===== config.mk =====
export PLATFORM = sky130hd
export DESIGN_NAME = mseu_front
export DESIGN_NICKNAME = d
export VERILOG_FILES = /design/src/hdl/mseu_pkg.sv /design/src/hdl/mseu_front.sv
export SDC_FILE = /design/constraint.sdc
export NUM_CORES = 1
export LEC_CHECK = 0
export BUFFER_PORTS_ARGS = -buffer_cell sky130_fd_sc_hd__buf_2
export CAP_MARGIN = 0
export CORE_MARGIN = 4
export CORE_UTILIZATION = 52
export DETAILED_ROUTE_END_ITERATION = 16
export PLACE_DENSITY_LB_ADDON = 0.05
export SYNTH_ARGS = -nofsm -noshare
export SYNTH_HDL_FRONTEND = slang
export SYNTH_SLANG_ARGS = --single-unit
export TNS_END_PERCENT = 1

===== constraint.sdc =====
create_clock -name clk -period 5.45 [get_ports clk]
set_input_delay 0.545 -clock clk [delete_from_list [all_inputs] [get_ports clk]]
set_output_delay 0.545 -clock clk [all_outputs]
set_load 0.03 [all_outputs]

===== src/hdl/mseu_pkg.sv =====
// Shared types, opcodes and sizes of the MIPS subset execute unit.
`default_nettype none
package mseu_pkg;

	localparam int unsigned DATA_WORDS_DEF = 1024;
	localparam int unsigned FRONT_DEPTH    = 2;
	localparam int unsigned OUT_DEPTH      = 4;
	localparam int unsigned OCW            = $clog2(OUT_DEPTH + 1);

	localparam logic [3:0] OP_ADD  = 4'd0;
	localparam logic [3:0] OP_SUB  = 4'd1;
	localparam logic [3:0] OP_MUL  = 4'd2;
	localparam logic [3:0] OP_BEQ  = 4'd3;
	localparam logic [3:0] OP_BNE  = 4'd4;
	localparam logic [3:0] OP_SLT  = 4'd5;
	localparam logic [3:0] OP_J    = 4'd6;
	localparam logic [3:0] OP_LW   = 4'd7;
	localparam logic [3:0] OP_SW   = 4'd8;
	localparam logic [3:0] OP_ADDI = 4'd9;

	typedef enum logic [1:0] {
		CFG_TIMING = 2'd0,
		CFG_ROW    = 2'd1,
		CFG_COL    = 2'd2
	} cfg_idx_t;

	typedef struct packed {
		logic [3:0]         cmd;
		logic [4:0]         field_a;
		logic [4:0]         field_b;
		logic [4:0]         field_c;
		logic signed [31:0] imm;
		logic [19:0]        cur_index;
	} instr_t;

	typedef struct packed {
		logic [19:0]        next_index;
		logic               reg_we;
		logic [4:0]         reg_index;
		logic signed [31:0] reg_value;
		logic [11:0]        cycles_charged;
		logic [31:0]        cycle_total;
		logic               halted;
		logic               addr_error;
	} result_t;

	// Instruction with its class flags, as it waits between front and back.
	typedef struct packed {
		instr_t item;
		logic   is_mem;
		logic   is_halt;
	} dec_t;

	typedef struct packed {
		logic valid;
		dec_t d;
	} head_t;

endpackage
`default_nettype wire


===== src/hdl/mseu_front.sv =====
// Front end: accepts instructions, classifies them and queues them for execution.
`default_nettype none
module mseu_front import mseu_pkg::*; (
	input  wire logic   clk,
	input  wire logic   arst_n,
	input  wire logic   push,
	output logic        full,
	input  wire instr_t instr,
	input  wire logic   take,
	output head_t       head
);

	localparam int unsigned PW = $clog2(FRONT_DEPTH);
	localparam int unsigned CW = $clog2(FRONT_DEPTH + 1);

	dec_t          q_mem [FRONT_DEPTH];
	logic [PW-1:0] wp_q, rp_q;
	logic [CW-1:0] cnt_q;
	logic          wr, rd;
	dec_t          dec;

	always_comb begin
		dec.item    = instr;
		dec.is_mem  = (instr.cmd == OP_LW) || (instr.cmd == OP_SW);
		dec.is_halt = instr.cmd > OP_ADDI;
	end

	assign full       = cnt_q == CW'(FRONT_DEPTH);
	assign wr         = push && !full;
	assign rd         = take && (cnt_q != '0);
	assign head.valid = cnt_q != '0;
	assign head.d     = q_mem[rp_q];

	always_ff @(posedge clk) begin
		if (wr) begin
			q_mem[wp_q] <= dec;
		end
	end

	always_ff @(posedge clk or negedge arst_n) begin
		if (!arst_n) begin
			wp_q  <= '0;
			rp_q  <= '0;
			cnt_q <= '0;
		end else begin
			if (wr) begin
				wp_q <= (wp_q == PW'(FRONT_DEPTH - 1)) ? '0 : wp_q + 1'b1;
			end
			if (rd) begin
				rp_q <= (rp_q == PW'(FRONT_DEPTH - 1)) ? '0 : rp_q + 1'b1;
			end
			cnt_q <= cnt_q + CW'(wr) - CW'(rd);
		end
	end

endmodule
`default_nettype wire


== After elaboration in Yosys (flattened, before gate mapping) ==
Memory sizes are Yosys's and may differ from the RTL's.
Cells that the tools add are included.

* Register bits after elaboration: 4
* Bits in writable memories: 146
* Output and inout port bits: 75
* Word-level logic and storage cells: 21
* Memories kept: 1

* Add/sub/neg operators: 4
* Order comparisons: 1
* Equal/unequal tests: 3
* Multiplexer cells: 4
* Reduce and logical (&&, ||, !) cells: 5

{| class="wikitable"
|+ Memory list
! name !! depth !! bits a word !! read ports !! clocked after memory_dff !! write ports !! RTL line !! text
|-
| q_mem || 2 || 73 || 1 || 0 || 1 || mseu_front.sv:16 || <nowiki>dec_t q_mem [FRONT_DEPTH];</nowiki>
|}

{| class="wikitable"
|+ Operators with widths
! cell !! count
|-
| $eq A4 B3 Y1 const B || 1
|-
| $eq A4 B4 Y1 const B || 1
|-
| $gt A4 B4 Y1 const B || 1
|-
| $mux W1 || 4
|-
| $add A1 B1 Y1 const B || 2
|-
| $add A2 B1 Y2 || 1
|-
| $eq A2 B2 Y1 const B || 1
|-
| $logic_and A1 B1 Y1 || 2
|-
| $reduce_bool A2 Y1 || 1
|-
| $sub A2 B1 Y2 || 1
|-
| $logic_not A1 Y1 || 1
|-
| $logic_or A1 B1 Y1 || 1
|}

== Depth between registers and ports, before layout ==
* Word-level depth: 5
* Gate-level depth with buffers: 7
* Depth with buffers taken out: 7

== Worst setup path after synthesis ==
OpenSTA, ideal clock, no wires.

* Path type: input port to flip-flop
* From: input port push
* To: memory q_mem[0][0] in the netlist's numbering, enable pin
* Setup time: 505 ps
* Data arrival time: 3,687 ps
* Required time: 4,945 ps
* Slack: 1,259 ps
* Stages: 2
* Path buffers: 0
* Cell sequence: nand2_1 -> nor2_1

* Longest elaborated chain between the ends: 3

{| class="wikitable"
|+ RTL lines
! what !! RTL line !! text
|-
| from (decl) || mseu_front.sv:6 || <nowiki>input wire logic push,</nowiki>
|-
| $logic_and A1 B1 Y1 || mseu_front.sv:29 || <nowiki>assign wr = push && !full;</nowiki>
|-
| $mux W1 || mseu_front.sv:35 || <nowiki>if (wr) begin</nowiki>
|-
| $mux W1 (not written as such) || mseu_front.sv:36 || <nowiki>q_mem[wp_q] <= dec;</nowiki>
|-
| to (decl) || mseu_front.sv:16 ||
|}

No other way between the ends.

==> results.tsv <==
metric	value	unit
post_synth_main_area_contributors	edfxtp_1, mux2_4, mux2_2	
gp_congestion	0.708	
coreArea	10800	µm²
worst_slew_pin_slew	1120	ps
grt_use_total	0.158	
cts_tree	yes	
yosys_warnings	0	
startpoint	rp_q	
yosysTopAreaCellShare	0.763	
worstPathArrival	2700	ps
grt_pass1_wl	15000	µm
final_antenna_net_count	0	
ir_worst_vdd	0.000478	V
holdCritPathClass	in -> reg	
cts_made_buffers	17	
cts.sinks	150	
grt_max_degree	74	
final_core_util	0.665	
yosysSeqAreaShare	0.780	
totalWireLength	9830	µm
ys_seq_elements	150	
rows	38	
antenna_found_initial	1	
required	4910	ps
final_common_cell	buf_2	
yosysUniqueCellTypes	19	
critical_path_class	reg -> out	
die_area	12800	µm²
wl_per_cell	17.4	µm
via_count	2772	
maxCapViolations	0	
yosysTopAreaCell	edfxtp_1	
power_leakage	2.90	nW
die_x	113	µm
finalSetupViolCount	0	
power.density	610	nW/µm²
grt_pass1_vias	2963	
vias_per_cell	4.91	
dr.pass1.iters	5	
critPathMaxFanout	40	
hold_viol	0	
syn_nets	326	
finalNonFillerCells	564	
min_from	instr[44]	
insertedDiodeCount	0	
finalCriticalPeriod	3240	ps
chipHeight	113	µm
area.growth.synth_to_final	25.4	%
end_kind	output port	
fin_crit_sh	0.595	
maxSlewViolCount	0	
final_cell_mix	buf_2, edfxtp_1, mux2_4	
synth_area	5750	µm²
initial_core_util	0.530	
rsz0062_at_grt	false	
post_cts_buffers	0	
grt_overflow	0	
routed-wl-met2	4790	µm
tns	0	ps
synthCells	249	
clk_latency	520	ps
highest_layer	met5	
r2r-start	cnt_q[1]	
portBuffers	149	
drcViolationCount	0	
cts.path.max_buffers	2	
fmax	309	MHz
root_buffer	clkbuf_8	
drt_iter0_drc	116	
final_nets	489	
drive_gt1_frac	0.594	
htree_levels	4	
fin_skew	8.64	ps
drt-met1-wl	4020	µm
dr_wl_met3	789	µm
crit_path_start_kind	register	
clk_pin_slew	60	ps
io_pins	150	
synth.avg_cell_area	23.1	µm²
max_slew_margin	0.251	
status	completed	
place_inst	532	
==> area by class of cell <==
class                      instances  area, µm²
sequential                       150       4490
fill                             784       3630
multi-input combinational         89       1180
timing repair buffer             152        771
clock buffer                      19        422
tap                              140        175
clock inverter                    12        160
inverter                           2       7.51
==> per-stage QoR <==
step	worst slack, ps	area [µm²]	hold slack [ps]	total power, mW
after global placement	2760	6620	361	3.29
after detailed placement	2740	6620	358	3.30
after CTS	2160	7210	188	4.45
after global routing	2070	7210	183	4.59
final	2210	7210	211	4.40
after floorplan	1260	5750	249	2.96
==> cell usage after synthesis <==
cell type / instances
edfxtp_1: 146
mux2_4: 60
mux2_2: 13
buf_6: 7
dfrtp_1: 4
xnor2_1: 3
ha_1: 2
inv_1: 2
nand2_1: 2
and2_4: 1
and3_1: 1
buf_2: 1
nand2b_1: 1
nand4b_1: 1
nor2_1: 1
o21a_1: 1
or2_1: 1
or4b_1: 1
xor2_1: 1
==> worst paths after layout <==
check                      cells past startpoint  slack [ps]      endpoint
min in group asynchronous                      2         360      cnt_q[0]
max in group asynchronous                      2        4950          rp_q
setup / recovery                               3        2210      head[44]
hold reg to reg                                1         500      cnt_q[1]
setup reg to reg                               4        2920   q_mem[0][6]
hold / removal                                 1         210  q_mem[0][46]
==> logic make-up after synthesis <==
group,Yosys count,share of synthesized area
multiplexers,73,0.182
AO/OA/AOI/OAI,1,0.00131
XOR/XNOR,4,0.00610
AND/OR/NAND/NOR,9,0.0100
buffers and inverters,10,0.0159
flip-flops,150,0.780
adder cells (fa/ha/maj),2,0.00435
==> critical path: stages (launching register included) <==
cell and delay (ps):
dfrtp_4 910, buf_4 620, mux2_2 420, buf_2 180
==> state kept, by name, summed over array words and instances, names as in the netlist <==
name and flops:
cnt_q 2, wp_q 1, rp_q 1, q_mem 146
==> what timing repair did <==
action	4_1_cts	5_1_grt
endpoints found under the hold margin	4	0
hold buffers	1	0
gates resized for setup	0	0
==> power breakdown <==
group / total, mW / internal [mW] / switching [mW]
Clock: 1.14 / 0.732 / 0.412
Sequential: 1.73 / 1.59 / 0.147
Combinational: 1.52 / 0.607 / 0.914
Total: 4.40 / 2.92 / 1.47
==> per-layer routing <==
layer | vias up | GRT usage
met3 | 19 | 0.0615
li1 | 1312 | -
met2 | 106 | 0.252
met5 | - | 0
met4 | 2 | 0.0777
met1 | 1333 | 0.188
Note: power is estimated with default switching activity, not from simulation.
