## src/hdl/mseu_pkg.sv

```systemverilog
// Shared types, opcodes and sizes of the MIPS subset execute unit.
`default_nettype none
package mseu_pkg;

	localparam int unsigned DATA_WORDS_DEF = 1024;
	localparam int unsigned FRONT_DEPTH    = 2;
	localparam int unsigned OUT_DEPTH      = 4;
	localparam int unsigned OCW            = $clog2(OUT_DEPTH + 1);

	localparam logic [3:0] OP_ADD  = 4'd0;
	localparam logic [3:0] OP_SUB  = 4'd1;
	localparam logic [3:0] OP_MUL  = 4'd2;
	localparam logic [3:0] OP_BEQ  = 4'd3;
	localparam logic [3:0] OP_BNE  = 4'd4;
	localparam logic [3:0] OP_SLT  = 4'd5;
	localparam logic [3:0] OP_J    = 4'd6;
	localparam logic [3:0] OP_LW   = 4'd7;
	localparam logic [3:0] OP_SW   = 4'd8;
	localparam logic [3:0] OP_ADDI = 4'd9;

	typedef enum logic [1:0] {
		CFG_TIMING = 2'd0,
		CFG_ROW    = 2'd1,
		CFG_COL    = 2'd2
	} cfg_idx_t;

	typedef struct packed {
		logic [3:0]         cmd;
		logic [4:0]         field_a;
		logic [4:0]         field_b;
		logic [4:0]         field_c;
		logic signed [31:0] imm;
		logic [19:0]        cur_index;
	} instr_t;

	typedef struct packed {
		logic [19:0]        next_index;
		logic               reg_we;
		logic [4:0]         reg_index;
		logic signed [31:0] reg_value;
		logic [11:0]        cycles_charged;
		logic [31:0]        cycle_total;
		logic               halted;
		logic               addr_error;
	} result_t;

	// Instruction with its class flags, as it waits between front and back.
	typedef struct packed {
		instr_t item;
		logic   is_mem;
		logic   is_halt;
	} dec_t;

	typedef struct packed {
		logic valid;
		dec_t d;
	} head_t;

endpackage
`default_nettype wire

```

## src/hdl/mseu_outq.sv

```systemverilog
// Result queue between the execute pipeline and the consumer.
`default_nettype none
module mseu_outq import mseu_pkg::*; (
	input  wire logic    clk,
	input  wire logic    arst_n,
	input  wire logic    res_push,
	input  wire result_t res_item,
	output logic [OCW-1:0] count,
	output logic         empty,
	input  wire logic    pop,
	output result_t      result
);

	localparam int unsigned PW = $clog2(OUT_DEPTH);

	result_t        q_mem [OUT_DEPTH];
	logic [PW-1:0]  wp_q, rp_q;
	logic [OCW-1:0] cnt_q;
	logic           rd;

	assign count  = cnt_q;
	assign empty  = cnt_q == '0;
	assign rd     = pop && !empty;
	assign result = q_mem[rp_q];

	always_ff @(posedge clk) begin
		if (res_push) begin
			q_mem[wp_q] <= res_item;
		end
	end

	always_ff @(posedge clk or negedge arst_n) begin
		if (!arst_n) begin
			wp_q  <= '0;
			rp_q  <= '0;
			cnt_q <= '0;
		end else begin
			if (res_push) begin
				wp_q <= (wp_q == PW'(OUT_DEPTH - 1)) ? '0 : wp_q + 1'b1;
			end
			if (rd) begin
				rp_q <= (rp_q == PW'(OUT_DEPTH - 1)) ? '0 : rp_q + 1'b1;
			end
			cnt_q <= cnt_q + OCW'(res_push) - OCW'(rd);
		end
	end

	a_no_overflow: assert property (@(posedge clk) disable iff (!arst_n)
		res_push |-> (cnt_q < OCW'(OUT_DEPTH)) || rd) else $error("result queue overflow");
	a_count_bound: assert property (@(posedge clk) disable iff (!arst_n)
		cnt_q <= OCW'(OUT_DEPTH)) else $error("result count out of range");
	a_count_step: assert property (@(posedge clk) disable iff (!arst_n)
		res_push && !rd |=> cnt_q == $past(cnt_q) + 1'b1) else $error("count not advanced");

endmodule
`default_nettype wire

```

## config.mk

```make
export PLATFORM = sky130hd
export DESIGN_NAME = mseu_outq
export DESIGN_NICKNAME = d
export VERILOG_FILES = /design/src/hdl/mseu_pkg.sv /design/src/hdl/mseu_outq.sv
export SDC_FILE = /design/constraint.sdc
export NUM_CORES = 1
export LEC_CHECK = 0
export ABC_AREA = 1
export BUFFER_PORTS_ARGS = -buffer_cell sky130_fd_sc_hd__buf_2
export CELL_PAD_IN_SITES_DETAIL_PLACEMENT = 2
export CELL_PAD_IN_SITES_GLOBAL_PLACEMENT = 2
export CORE_MARGIN = 4
export CORE_UTILIZATION = 35
export DETAILED_ROUTE_END_ITERATION = 16
export PLACE_DENSITY = 0.75
export SLEW_MARGIN = 20
export SYNTH_ARGS = -nofsm -noshare
export SYNTH_HDL_FRONTEND = slang
export SYNTH_SLANG_ARGS = --single-unit
export TNS_END_PERCENT = 20
```

## constraint.sdc

```tcl
create_clock -name clk -period 2.96 [get_ports clk]
set_input_delay 0.296 -clock clk [delete_from_list [all_inputs] [get_ports clk]]
set_output_delay 0.296 -clock clk [all_outputs]
set_load 0.03 [all_outputs]
```

# ---- Word-level counts from Yosys, hierarchy flattened
# Memories as Yosys holds them, arrays and structs flattened.
# Index checks and enable logic that the tools add are counted.
# Widths: inputs -> output; s select.
dict set report word_totals {
  ram_bits 416
  ff_bits 7
  output_inout_bits 108
  inputBits 108
  elab_cells 17
  mem_count 1
}
dict set report classes {
  n_reduce_logical 3
  muxes 4
  n_eq_ne 2
  addsub 4
}
# memory depth word_bits read_ports rd_clocked_by_memory_dff wr line
set memory_table {}
lappend memory_table {q_mem 4 104 1 0 1 mseu_outq.sv:16} ;# result_t q_mem [OUT_DEPTH];
# operator n
set op_table {}
lappend op_table {{$add 2x1->2 const B} 2}
lappend op_table {{$eq 2x2->1 const B} 2}
lappend op_table {{$mux 2} 2}
lappend op_table {{$add 3x1->3} 1}
lappend op_table {{$logic_not 3->1} 1}
lappend op_table {{$sub 3x1->3} 1}
lappend op_table {{$mux 1} 2}
lappend op_table {{$logic_and 1x1->1} 1}
lappend op_table {{$logic_not 1->1} 1}

# ---- Depth between registers and ports, before layout
# Gate-level depths: netlist (run 1).
dict set report depth {
  word_depth 4
  ltp_mapped 12
  ltp_nobuf 12
}

# ---- Worst setup path before layout (run 1)
# OpenSTA, ideal clock, no wires.
dict set report synth_path {
  kind {reg2reg}
  startpoint {register wp_q[0]}
  endpoint {memory q_mem[2][0] (netlist bit) (enable)}
  arrival_ps 2667
  setup_slack_ps -165
  setup_ps 457
  required_ps 2503
  stages_incl_launch_ff 5
  synth_period_minus_slack_ps 3125
  n_path_buf 0
  path_cell_list {dfrtp_1 inv_1 ha_1 nand2_1 inv_1}
}
# item line
set synth_rtl {}
lappend synth_rtl {{start, declared} mseu_outq.sv:17} ;# logic [PW-1:0] wp_q, rp_q;
lappend synth_rtl {{start signal, assigned} mseu_outq.sv:39} ;# wp_q <= (wp_q == PW'(OUT_DEPTH - 1)) ? '0 : wp_q + 1'b1;
lappend synth_rtl {{end, declared} mseu_outq.sv:16}
# No word-level cell before the write port.

==> impl_results.md, run 1 <==
- Synth cell types: 17
- Post-cts resize count: 0
- Async S/R FF share, synth: 1.65%
- Area share of fa/ha/maj cells after synthesis: less than 1%
- Area fraction of the dominant cell type after synthesis: 74.5%
- Global-route wire length before repair: 71100 um
- MaxCap Viol Count: 0
- Top cells by area, synth: edfxtp_1 (75%), o211ai_1 (9.3%), nand2_1 (7.3%), inv_1 (4.9%), buf_2 (1.2%)
- Minimum hold slack: ~0.075 ns
- Multiplexer area fraction after synthesis: 0%
- Worst slew pin tran: 0.938 ns
- Critical path class: flop to primary output
- Crit. End Element: primary output
- Rows: 79
- Worst setup margin: roughly 0.26 ns
- Port bufs: approximately 220
- Initial core utilization: between 30% and 40%
- Post-synth top area cell: edfxtp_1
- Leakage power: between 8 and 9 nW
- Hold path depth: 3
- Gate Count Post-Synth: about 1300
- Final ANT Viol Nets: 0
- Nets: 1708
- Layout Cells excl Fill: between 2000 and 2500
- Yosys warning count: 0
- Final Instance Area: 21100 sq um
- Drt first-iter violations: around 500
- Most common cell in the netlist: edfxtp_1
- Final setup viols: 0
- TritonRoute pass-1 iters: 4
- Final Hold Viols: 0
- EDFF count, synth: 416
- Synth Net Count: between 1000 and 1500
- Post-CTS Setup Bufs: 0
- Clock skew: 0.0161 ns
- Avg Cell Area, Syn: between 10 and 15 sq um
- H-tree lvl count: 2
- Sequential area share after synthesis: between 70% and 80%
- Crit path time final: about 2.7 ns
- CTS tree: yes
- Crit-path max FO: 88
- Total core area: ~47000 sq um
- Inst Count DP: 2044
- Max Freq: between 300 and 400 MHz
- RD Place Congestion: between 0.7 and 0.8
- Root Driver: clkbuf_16
- Routed len/inst: just over 20 um
- Worst skew pair latency: about 0.56 ns
- DPL Wire Length: about 27000 um
- R2R depth: 5
- CTS sink count: around 420
- Dpl ws: about 0.84 ns
- Initial antenna violation count: 2
- Placed cell areas: around 19000 sq um
- Layout cells sized above 1: about a fifth
- Critical Path Start Type: flop
- Reg area: between 10000 and 15000 sq um
- Final Core Density: between 40% and 50%
- Largest family of logic cells by synthesized area: compound AO/OA/AOI/OAI gates
- Vias per Instance: around 5
- XOR/XNOR share of the synthesized area: 0.104%
- Die ar.: just over 50000 sq um
- Top Ports: around 220
- Power density over the cells: approximately 1000 nW/um^2
- CTS max path bufs: 3
- Status: finished, final reports clean
- Via count: between 10000 and 15000
- Worst EP required: 2.66 ns
- Die Ht: 227 um
- Final period utilization: approximately nine tenths
- Worst EP arrival: approximately 2.4 ns
- DRC viols: 0
- RSZ-0062 raised after global routing: no
- Fillers: between 4000 and 5000
- Max_slew headroom: around 37%
- Post-synthesis cell area: between 15000 and 20000 sq um
- Largest net degree at the start of global routing: between 90 and 100
- Power, Total: 21.8 mW
- Yosys reg bits: approximately 420
- Post-Synth Simple-Gate Area: 7.45%
- Vias in the first global route: roughly 12000
- Chip Width: around 230 um
- Setup tns final: 0 ns
- GRT overflow: 0
- Worst-path clk slew: ~0.060 ns
- Complex-gate fraction of the synthesized area: a little under a tenth
- Maximum vdd drop: ~0.56 mV
- Area grow syn2layout: 25.9%
- Hold Path Class: primary input to flop
- Overall routed net length: 46400 um
- TritonCTS buffer count: 47
- Global-route usage over all layers: roughly 18%
- Most common flop cell mapped by yosys: edfxtp_1
- Multi-input gate area: around 2900 sq um
- Final Max Tran Viols: 0
- Synth cell count leaders: edfxtp_1 (416), nand2_1 (327), inv_1 (221)
cell usage in the layout, fill, tap and decap left out, types with 2 or more instances in the layout:
cell	count
clkinv_1	13
o211ai_1	208
nand3_1	2
nand2_1	327
o21ai_0	2
clkinv_2	8
buf_4	14
dfrtp_4	2
buf_2	215
inv_1	217
nor2_1	3
dfrtp_1	5
ha_1	7
clkbuf_16	49
dlygate4sd3_1	106
clkbuf_1	13
bufinv_16	2
inv_4	4
buf_12	11
edfxtp_1	416
registers in the layout, summed over array words and instances (netlist names):
register / count
q_mem: 416
rp_q: 2
wp_q: 2
count: 3
critical path, cell delays in order, from the launching register on:
cell and delay (ns):
dfrtp_4 0.80, buf_12 0.38, o211ai_1 0.16, nand2_1 0.19
buf_2 0.23
what timing repair did:
action | CTS | global route
setup endpoints to repair | 0 | 0
hold buffers | 106 | 0
hold endpoints to repair | 424 | 0
final timing paths:
check                      slack, ns      from            to
max reg2reg                     0.91   wp_q[0]  q_mem[2][57]
max                             0.26   rp_q[0]    result[25]
min reg2reg                     0.63   wp_q[0]       wp_q[0]
min                             0.07  res_push       wp_q[1]
max in group asynchronous       2.65    arst_n       rp_q[0]
min in group asynchronous       0.12    arst_n       rp_q[1]
where the power goes:
| group | internal [mW] | leakage [nW] | switching [mW] |
|---|---|---|---|
| Combinational | 2.21 | 3.75 | 6.05 |
| Clock | 3.18 | 0.699 | 2.27 |
| Sequential | 7.69 | 3.90 | 0.389 |
layer usage:
layer,GRT usage [%],vias up,wire (um)
met5,0,-,8
li1,-,5061,-
met4,4.67,2,898
met3,3.30,58,1940
met1,20.7,5549,18500
met2,34.2,205,25000
cell families (layout without fill, tap and decap cells):
family,after synthesis,count (layout)
DFF,423,423
and+or+nand+nor,332,332
buffers and inverters,291,653
AOI/OAI and AO/OA,210,210
adders and majority gates,8,8
xor gates and xnor gates,2,2
other,0,1
layout make-up:
type	instances	share of cell area, %
diodes	1	0.0119
inverters	222	4.01
clock buffers	62	6.04
clock inverters	23	0.705
multi-input cells	552	13.9
flip-flops and latches	423	60.0
repair buffers	346	11.7
well taps	607	3.60
Power figures use the tool's default switching activity.
==> run 2: changes to the inputs <==
Settings changed: CTS_BUF_LIST from default to sky130_fd_sc_hd__clkbuf_4.
==> run 2 against run 1 <==
- via count is 4.2% higher
- power is 1.6% lower
- clock skew is 0.049 ns higher
==> impl_results.md, run 2 (same netlist as run 1, synthesis figures left out) <==
- Clock skew: between 0.06 and 0.07 ns
- Critical path class: flop to primary output
- Most frequent cells in the layout: edfxtp_1 (416), nand2_1 (327), inv_1 (217)
- Critical path's slowest cell: dfrtp_4
- Layout cells sized above 1: between 20% and 30%
- R2R Setup Slk: around 0.84 ns
- Die ar.: 51500 sq um
- Die Ht: 227 um
- Worst EP required: approximately 2.7 ns
- Status: finished, final reports clean
- Worst-path clk slew: roughly 0.070 ns
- Crit path time final: 2.80 ns
- Vias per Instance: ~4.8
- Layout Cells excl Fill: approximately 2400
- Chip Width: 227 um
- GRT overflow: 0
- Multi-input gate area: 2950 sq um
- Rows: 79
- Crit-path max FO: 42
- Reg-to-Reg Start: wp_q[0]
- Power density over the cells: ~1000 nW/um^2
- Flip-flop count of the largest register after layout: ~420
- Final Max Tran Viols: 0
- Routed len/inst: about 20 um
- Dpl ws: roughly 0.84 ns
- Worst EP arrival: approximately 2.5 ns
- DPL Wire Length: ~27000 um
- MaxCap Viol Count: 0
- Worst skew pair latency: roughly 0.85 ns
- Nets: 1778
- Total core area: roughly 47000 sq um
- Top Ports: 216
- Worst Path Buf+Inv: 3
- Initial core utilization: 35.7%
- Worst slew pin tran: roughly 0.97 ns
- Top reg by flops: q_mem
- Largest net degree at the start of global routing: 93
- Initial antenna violation count: 5
- Final period utilization: 94.5%
- CTS max path bufs: 3
- Final Core Density: a little under half
- Worst setup margin: between 0.15 and 0.2 ns
- TritonCTS buffer count: between 100 and 150
- Vias in the first global route: roughly 13000
- TritonRoute pass-1 iters: 4
- Setup tns final: 0 ns
- Max Freq: 357 MHz
- Leakage power: ~8.5 nW
- RR Endpoint: q_mem[2][55]
- CP delay by family, top: buffers and inverters
- Hold path depth: 2
- DRC viols: 0
- Area grow syn2layout: 26.1%
- Reg area: 12700 sq um
- Fillers: ~4700
- Most common cell after layout, fill and taps aside: edfxtp_1
- R2R depth: 5
- Hold Crit Start: res_item[90]
- Overall routed net length: approximately 48000 um
- Maximum vdd drop: roughly 0.61 mV
- Max_slew headroom: a little over a third
- CP peak stage delay: around 0.52 ns
- Inst Count DP: roughly 2000
- Cells along the critical path: inv_8 -> buf_12 -> o211ai_1 -> nand2_1 -> buf_2
- Crit. End Element: primary output
- CTS sink count: 423
- Port bufs: 215
- CTS tree: yes
- Hold Path Class: primary input to flop
- H-tree lvl count: 3
- Global-route usage over all layers: about a fifth
- Critical Path Start Type: flop
- Final ANT Viol Nets: 0
- Crit. path cell count: 5
- Hold EP: q_mem[0][90]
- Final setup viols: 0
- Root Driver: clkbuf_4
- Via count: between 10000 and 15000
- Final Hold Viols: 0
- RD Place Congestion: roughly 0.70
- Drt first-iter violations: about 530
- Global-route wire length before repair: 73600 um
run 2: final cells by class:
cell class	instances	share of cell area, %
inverter	222	4.03
multi-input combinational	552	13.9
antenna	6	0.0710
tap	607	3.59
clock buffer	161	5.72
sequential	423	59.9
clock inverter	38	0.828
timing repair buffer	350	11.9
run 2: report_power, final:
group          switching (mW)  internal, mW
Sequential              0.347          7.68
Combinational            6.14          2.26
Clock                    2.43          2.58
run 2: what timing repair did:
action	4_1_cts	5_1_grt
hold endpoints to repair	428	0
hold buffers	108	0
endpoints found under the setup margin	102	38
setup buffers	1	1
gates resized for setup	3	1
pin swaps	0	0
run 2: worst max path at each step:
stage / startpoint / to / slack, ns
3_3_place_gp: rp_q[1] / result[7] / 0.91
6_report: rp_q[1] / result[45] / 0.16
4_1_cts: rp_q[0] / result[101] / 0.009
5_1_grt: rp_q[1] / result[45] / -0.04
3_5_place_dp: rp_q[0] / result[101] / 0.84
2_1_floorplan: wp_q[0] / q_mem[0][0] / -0.16
run 2: metal layers:
metal | global-route usage [%] | routed length (um) | up-vias
li1 | - | - | 5270
met1 | 20.8 | 18900 | 5744
met2 | 35.0 | 25900 | 241
met3 | 4.78 | 2120 | 73
met4 | 5.24 | 870 | 4
met5 | 0 | 22 | -
run 2: metrics by stage:
step | area (sq um) | hold slack (ns) | total power [mW]
floorplan | 16800 | 0.000409 | 13.6
finish | 21100 | 0.202 | 21.4
global placement | 18600 | 0.152 | 16.1
global route | 21100 | 0.103 | 22.9
detailed placement | 18600 | 0.156 | 16.5
CTS | 21100 | 0.0826 | 21.7
run 2: worst reg2reg max path, stage by stage, from the launching register on:
cell	delay, ns
dfrtp_1	0.42
inv_1	0.12
ha_1	0.16
nand2_1	0.09
clkinvlp_4	0.11
buf_4	0.68
